<file path="src/urlsph_pkg.sv">
`timescale 1ns / 1ps
// ----------------------------------------------------------------------------
// urlsph_pkg
// Shared widths, constants and the byte mix step for the scheme prefix hash.
// ----------------------------------------------------------------------------
package urlsph_pkg;

  localparam int unsigned ByteW  = 8;
  localparam int unsigned HashW  = 32;
  localparam int unsigned PrefW  = 16;
  localparam int unsigned ValueW = HashW + PrefW;

  typedef logic [ByteW-1:0]  byte_t;
  typedef logic [HashW-1:0]  hash_t;
  typedef logic [ValueW-1:0] value_t;

  localparam hash_t GoldenMult = 32'h9E37_79B9;
  localparam byte_t ColonCode  = 8'h3A;
  localparam int unsigned RotAmt = 5;

  // h' = GoldenMult * (rotl5(h) ^ b), mod 2^32
  function automatic hash_t mix_byte(hash_t h, byte_t b);
    hash_t rot;
    hash_t x;
    rot = {h[HashW-RotAmt-1:0], h[HashW-1:HashW-RotAmt]};
    x   = rot ^ {{(HashW-ByteW){1'b0}}, b};
    return x * GoldenMult;
  endfunction

endpackage

</file>
<file path="src/urlsph_if.sv">
`timescale 1ns / 1ps
// ----------------------------------------------------------------------------
// urlsph_if
// Valid/ready channels for string bytes in and hash results out.
// ----------------------------------------------------------------------------
interface urlsph_in_if;
  logic                 valid;
  logic                 ready;
  urlsph_pkg::byte_t    data_byte;
  logic                 last_byte;

  modport source (output valid, output data_byte, output last_byte, input ready);
  modport sink   (input valid, input data_byte, input last_byte, output ready);
endinterface

interface urlsph_out_if;
  logic                 valid;
  logic                 ready;
  urlsph_pkg::value_t   hash_value;
  logic                 no_colon;

  modport source (output valid, output hash_value, output no_colon, input ready);
  modport sink   (input valid, input hash_value, input no_colon, output ready);
endinterface

</file>
<file path="src/url_scheme_prefix_hash_core.sv">
`timescale 1ns / 1ps
// ----------------------------------------------------------------------------
// url_scheme_prefix_hash_core
// Running full-string and scheme-prefix hashes over a byte stream.
// ----------------------------------------------------------------------------
// Usage:
//   in_ch  : one string byte per transfer, last_byte marks the final byte.
//   out_ch : one result per string, issued for the last byte only.
//            hash_value = {prefix_hash[15:0], full_hash} when a colon was
//            seen, else 0 with no_colon set.
// Throughput: one byte per cycle unless a last byte waits on a stalled
//   result. The hash recurrence (rotate, xor, one constant 32x32 multiply
//   per hash) closes on itself each cycle and sets the clock period.
// Path: a last byte goes from the input register into the result register
//   once that register is free, and the result is offered on out_ch from
//   the result register.
// Stall: the result register holds while out_ch.ready is low. Bytes that
//   are not last keep flowing; a last byte waits in the input register
//   until the result register frees, and in_ch.ready drops behind it.
// Reset: synchronous, active low. Both hashes and the colon flag clear, and
//   both stages empty. State also returns to reset after each last byte.
// ----------------------------------------------------------------------------
module url_scheme_prefix_hash_core (
  input  logic          clk,
  input  logic          rst_n,
  urlsph_in_if.sink     in_ch,
  urlsph_out_if.source  out_ch
);

  // input register
  logic                a_valid_r;
  urlsph_pkg::byte_t   a_byte_r;
  logic                a_last_r;

  // hash state
  urlsph_pkg::hash_t   full_r,   full_nxt;
  urlsph_pkg::hash_t   prefix_r, prefix_nxt;
  logic                colon_r,  colon_nxt;

  // result register
  logic                out_valid_r;
  urlsph_pkg::value_t  out_value_r;
  logic                out_nc_r;

  logic                out_free;
  logic                a_adv;
  logic                is_colon;
  urlsph_pkg::hash_t   full_mix;
  urlsph_pkg::hash_t   prefix_mix;

  assign out_free = !out_valid_r || out_ch.ready;
  // a non-last byte never needs the result slot
  assign a_adv    = a_valid_r && (!a_last_r || out_free);
  assign in_ch.ready = !a_valid_r || a_adv;

  assign is_colon   = (a_byte_r == urlsph_pkg::ColonCode);
  assign full_mix   = urlsph_pkg::mix_byte(full_r, a_byte_r);
  assign prefix_mix = urlsph_pkg::mix_byte(prefix_r, a_byte_r);

  // post-step state; the prefix freezes at the first colon
  always_comb begin
    full_nxt   = full_mix;
    prefix_nxt = prefix_r;
    colon_nxt  = colon_r;
    if (!colon_r) begin
      if (is_colon) begin
        colon_nxt = 1'b1;
      end else begin
        prefix_nxt = prefix_mix;
      end
    end
  end

  always_ff @(posedge clk) begin
    if (!rst_n) begin
      a_valid_r   <= 1'b0;
      full_r      <= '0;
      prefix_r    <= '0;
      colon_r     <= 1'b0;
      out_valid_r <= 1'b0;
    end else begin
      if (in_ch.ready) begin
        a_valid_r <= in_ch.valid;
      end

      if (out_ch.ready) begin
        out_valid_r <= 1'b0;
      end

      if (a_adv) begin
        if (a_last_r) begin
          full_r      <= '0;
          prefix_r    <= '0;
          colon_r     <= 1'b0;
          out_valid_r <= 1'b1;
        end else begin
          full_r   <= full_nxt;
          prefix_r <= prefix_nxt;
          colon_r  <= colon_nxt;
        end
      end
    end
  end

  // payload registers, no reset
  always_ff @(posedge clk) begin
    if (in_ch.ready && in_ch.valid) begin
      a_byte_r <= in_ch.data_byte;
      a_last_r <= in_ch.last_byte;
    end
    if (a_adv && a_last_r) begin
      if (colon_nxt) begin
        out_value_r <= {prefix_nxt[urlsph_pkg::PrefW-1:0], full_nxt};
        out_nc_r    <= 1'b0;
      end else begin
        out_value_r <= '0;
        out_nc_r    <= 1'b1;
      end
    end
  end

  assign out_ch.valid      = out_valid_r;
  assign out_ch.hash_value = out_value_r;
  assign out_ch.no_colon   = out_nc_r;

  // state is back at reset after a string ends
  a_state_clear: assert property (@(posedge clk) disable iff (!rst_n)
    (a_adv && a_last_r) |=> (full_r == '0 && prefix_r == '0 && !colon_r))
    else $error("hash state not cleared after last byte");

  // input only backs up behind a last byte facing a stalled result
  a_ready_low: assert property (@(posedge clk) disable iff (!rst_n)
    !in_ch.ready |-> (a_valid_r && a_last_r && out_valid_r && !out_ch.ready))
    else $error("input stalled without cause");

  // once the colon is seen the prefix hash is frozen until string end
  a_prefix_frozen: assert property (@(posedge clk) disable iff (!rst_n)
    (colon_r && !(a_adv && a_last_r)) |=> $stable(prefix_r))
    else $error("prefix hash moved after colon");

  // a no-colon result carries a zero value
  a_nc_zero: assert property (@(posedge clk) disable iff (!rst_n)
    (out_valid_r && out_nc_r) |-> (out_value_r == '0))
    else $error("no_colon result with nonzero value");

endmodule
</file>
<file path="src/flat_wrapper.sv">
// flat-port wrapper written by rule: the top's interface ports become plain ports
module url_scheme_prefix_hash_core_flat 
  (clk, rst_n, in_ch_valid, in_ch_data_byte, in_ch_last_byte, in_ch_ready, out_ch_valid, out_ch_hash_value, out_ch_no_colon, out_ch_ready);
  urlsph_in_if in_ch_i ();
  urlsph_out_if out_ch_i ();
  input  logic clk;
  input  logic rst_n;
  input wire logic [$bits(in_ch_i.valid)-1:0] in_ch_valid;
  input wire logic [$bits(in_ch_i.data_byte)-1:0] in_ch_data_byte;
  input wire logic [$bits(in_ch_i.last_byte)-1:0] in_ch_last_byte;
  output wire logic [$bits(in_ch_i.ready)-1:0] in_ch_ready;
  output wire logic [$bits(out_ch_i.valid)-1:0] out_ch_valid;
  output wire logic [$bits(out_ch_i.hash_value)-1:0] out_ch_hash_value;
  output wire logic [$bits(out_ch_i.no_colon)-1:0] out_ch_no_colon;
  input wire logic [$bits(out_ch_i.ready)-1:0] out_ch_ready;
  assign in_ch_i.valid = in_ch_valid;
  assign in_ch_i.data_byte = in_ch_data_byte;
  assign in_ch_i.last_byte = in_ch_last_byte;
  assign in_ch_ready = in_ch_i.ready;
  assign out_ch_valid = out_ch_i.valid;
  assign out_ch_hash_value = out_ch_i.hash_value;
  assign out_ch_no_colon = out_ch_i.no_colon;
  assign out_ch_i.ready = out_ch_ready;
  url_scheme_prefix_hash_core u_core (.clk(clk), .rst_n(rst_n), .in_ch(in_ch_i), .out_ch(out_ch_i));
endmodule
</file>
<file path="config.mk">
export PLATFORM = sky130hd
export DESIGN_NAME = url_scheme_prefix_hash_core_flat
export DESIGN_NICKNAME = d
export VERILOG_FILES = /design/src/urlsph_pkg.sv /design/src/urlsph_if.sv /design/src/url_scheme_prefix_hash_core.sv /design/src/flat_wrapper.sv
export SDC_FILE = /design/constraint.sdc
export NUM_CORES = 2
export LEC_CHECK = 0
export BUFFER_PORTS_ARGS = -buffer_cell sky130_fd_sc_hd__buf_4
export CAP_MARGIN = 10
export CORE_MARGIN = 2
export CORE_UTILIZATION = 30
export CTS_BUF_LIST = sky130_fd_sc_hd__clkbuf_16
export CTS_CLUSTER_DIAMETER = 120
export CTS_CLUSTER_SIZE = 20
export DETAILED_ROUTE_END_ITERATION = 6
export PLACE_DENSITY = 0.53
export SLEW_MARGIN = 20
export SYNTH_ARGS = -nofsm -noshare
export SYNTH_HDL_FRONTEND = slang
export SYNTH_SLANG_ARGS = --single-unit
</file>
<file path="constraint.sdc">
create_clock -name clk -period 7.1 [get_ports clk]
set_input_delay 0.355 -clock clk [delete_from_list [all_inputs] [get_ports clk]]
set_output_delay 0.355 -clock clk [all_outputs]
set_load 0.05 [all_outputs]
</file>
==> flow_metrics.tcl <==
set metrics [dict create \
    maxCapViolations 0 \
    final_core_util 0.3518 \
    drv_slew 0 \
    dp_hpwl_um 63340 \
    tightestPinTransition_ps 776.4 \
    rrSetupSlack_ps 180 \
    initial_core_util 0.3023 \
    core_mm2 0.07721 \
    ios 64 \
    hp-class "primary input to flip-flop" \
    status "finished, final reports clean" \
    seq_area_frac_synth 0.1321 \
    clk_pin_slew_ps 70 \
    reg2reg_to "u_core.prefix_r[29]$_SDFFE_PN0P_" \
    r2r-start "u_core.a_byte_r[6]$_DFFE_PP_" \
    syn_area_per_cell_um2 10.62 \
    drc_errors 0 \
    vias 15580 \
    worst_setup_path_start_kind "flip-flop" \
    die_w_um 283.0 \
    cp_max_fo 8 \
    cts-root-buf "clkbuf_16" \
    synthToLayoutAreaGrowth_pct 16.37 \
    viasPerCell 4.511 \
    rows 102 \
    finalClockSkew_ps 19.13 \
    htreeDepth 4 \
    hold_violations 0 \
    port_buffers 63 \
    worstHoldStart "in_ch_last_byte" \
    clock-sinks 125 \
    final_cell_mix "592 x inv_1, 438 x fa_1, 387 x ha_1" \
    synth_cells 2198 \
    grt_pass1_wl_um 109700 \
    clockBufferDepth 2 \
    antenna_found_initial 1 \
    setup-violations-final 0 \
    ys_dominant_reg_cell "dfxtp_1" \
    max_slew_margin 0.4817 \
    grt_overflow 0 \
    fmax_mhz 144.5 \
    worst-endpoint-required_ps 7440 \
    synth_nets 3065 \
    drive_gt1_frac 0.1342 \
    grt_use_total 0.1843 \
    cp-end-kind "flip-flop" \
    rr_worst_depth 23 \
    fin_crit_sh 0.9748 \
    antenna_cells 0 \
    first_iter_violations 719 \
    cts_tree "yes" \
    first_pass_iters 5 \
    holdPathEnd "u_core.a_last_r$_DFFE_PP_" \
    die_h_um 283.0 \
    cp.arrival_ps 7260 \
    async_reset_ff_frac 0 \
    ant_nets 0 \
    yosys_warnings 0 \
    clkLatencyLatePin_ps 490 \
    routed_wl_um 71680 \
    cts-buffers-inserted 17 \
    nets 3269 \
    rsz0062_at_grt "true" \
    grt_pass1_vias 18000 \
    grt_max_degree 54 \
    synth_area_mm2 0.02334 \
    synth_seq_cells 125 \
    finalCriticalPeriod_ps 6921 \
    die-area_mm2 0.08006 \
    critPathKind "flip-flop to flip-flop" \
    synth_edf_count 58 \
    finalWeightedCongestion 0.9278 \
    synth.distinct_cells 57 \
    final_common_cell "inv_1" \
    whs_path_depth 1 \
    wl_per_cell_um 20.75 \
]
[critical path, stage by stage (launching register included)]
cell and delay (ps):
edfxtp_1 450, buf_4 190, xor2_4 160, buf_6 150
fa_1 490, inv_1 50, fa_1 370, inv_2 100
fa_1 420, inv_1 80, fa_1 410, inv_1 90
fa_1 400, fa_2 560, fa_1 470, fa_1 520
ha_4 300, nand4_1 130, or2_2 320, o41a_1 500
a31oi_2 260, buf_4 150, xnor2_1 130, o21ai_0 90
[cell type report]
type / instances / area (um^2)
timing repair buffer: 209 / 1589
clock inverter: 15 / 175.2
clock buffer: 17 / 425.4
fill: 7784 / 50050
multi-input combinational: 1446 / 18330
sequential: 125 / 3083
tap: 1040 / 1301
inverter: 603 / 2263
[timing repair]
action                                  4_1_cts  5_1_grt
endpoints found under the setup margin        6       23
gates resized for setup                       6       81
cloned                                        0        0
hold buffers                                  0        0
pin swaps                                     2       45
buffers inserted                              2       16
[stage by stage]
stage / cell area (um^2) / hold WS, ps / setup WS [ps] / instances / setup TNS, ps
final: 27170 / 54.71 / 179.3 / 3455 / 0
after global routing: 27170 / 39.63 / -148.8 / 3455 / -384.1
after CTS: 26660 / 19.07 / -44.43 / 3439 / -44.43
after detailed placement: 26020 / 460.5 / -113.8 / 3405 / -181.4
after global placement: 26020 / 459.7 / -67.10 / 3405 / -67.10
after floorplan: 23340 / 425.0 / 98.10 / 2198 / 0
[layer usage]
layer	track usage	vias to the layer above	part of all wire
met2	0.3300	316	0.52
met5	0	-	0
met4	0.05545	0	0.028
li1	-	7217	-
met3	0.02359	97	0.036
met1	0.2303	7954	0.42
[flip-flops by register name (all words and copies together) (netlist names)]
register / cells
u_core.a_valid_r: 1
u_core.a_byte_r: 8
u_core.colon_r: 1
u_core.out_ch.hash_value: 48
u_core.prefix_r: 32
u_core.out_ch.valid: 1
u_core.full_r: 32
u_core.out_ch.no_colon: 1
u_core.a_last_r: 1
[how the worst max path moves through the flow]
stage	depth (start not counted)	slack, ps	endpoint	from
final	23	180	u_core.prefix_r[29]$_SDFFE_PN0P_	u_core.a_byte_r[6]$_DFFE_PP_
after global routing	23	-150	u_core.out_ch.hash_value[30]$_SDFFCE_PP0P_	u_core.a_byte_r[6]$_DFFE_PP_
after CTS	23	-40	u_core.out_ch.hash_value[30]$_SDFFCE_PP0P_	u_core.a_byte_r[6]$_DFFE_PP_
after detailed placement	23	-110	u_core.full_r[29]$_SDFFE_PN0P_	u_core.a_byte_r[7]$_DFFE_PP_
after global placement	23	-70	u_core.full_r[29]$_SDFFE_PN0P_	u_core.a_byte_r[7]$_DFFE_PP_
after floorplan	22	100	u_core.out_ch.hash_value[30]$_SDFFCE_PP0P_	u_core.a_byte_r[5]$_DFFE_PP_
[kinds of logic (layout without fill, tap and decap cells)]
family / Yosys count / count (layout) / share of synthesized area
and+or+nand+nor: 239 / 239 / 0.04974
buffers and inverters: 627 / 844 / 0.1008
adders and majority gates: 854 / 854 / 0.6037
AOI/OAI and AO/OA: 204 / 204 / 0.05773
xor gates and xnor gates: 149 / 149 / 0.05590
DFF: 125 / 125 / 0.1321
[synthesized netlist by cell type (4+ instances only)]
| cell | n | area [um^2] |
|---|---|---|
| fa_1 | 454 | 9089 |
| o21a_1 | 10 | 75.07 |
| a31oi_1 | 10 | 62.56 |
| a211oi_1 | 5 | 37.54 |
| inv_1 | 602 | 2260 |
| clkbuf_1 | 24 | 90.09 |
| nor3_1 | 12 | 60.06 |
| edfxtp_1 | 58 | 1742 |
| nand2b_1 | 7 | 43.79 |
| dfxtp_1 | 67 | 1341 |
| ha_1 | 400 | 5005 |
| xor2_1 | 37 | 324.1 |
| xnor2_1 | 112 | 980.9 |
| nor2_1 | 71 | 266.5 |
| o31ai_1 | 4 | 30.03 |
| a22oi_1 | 12 | 90.09 |
| a21boi_0 | 5 | 37.54 |
| or3_1 | 4 | 25.02 |
| and2_1 | 21 | 131.4 |
| o22ai_1 | 7 | 43.79 |
| a21o_1 | 17 | 127.6 |
| nand3_1 | 15 | 75.07 |
| nand2_1 | 58 | 217.7 |
| nor2b_1 | 31 | 193.9 |
| a32o_1 | 4 | 40.04 |
| or2_2 | 4 | 25.02 |
| o21bai_1 | 14 | 105.1 |
| o21ai_0 | 58 | 290.3 |
| a21oi_1 | 35 | 175.2 |
Power is left out: the tool's default activity adds up to more than one toggle a clock period on the data nets, which glitch-free logic cannot reach.
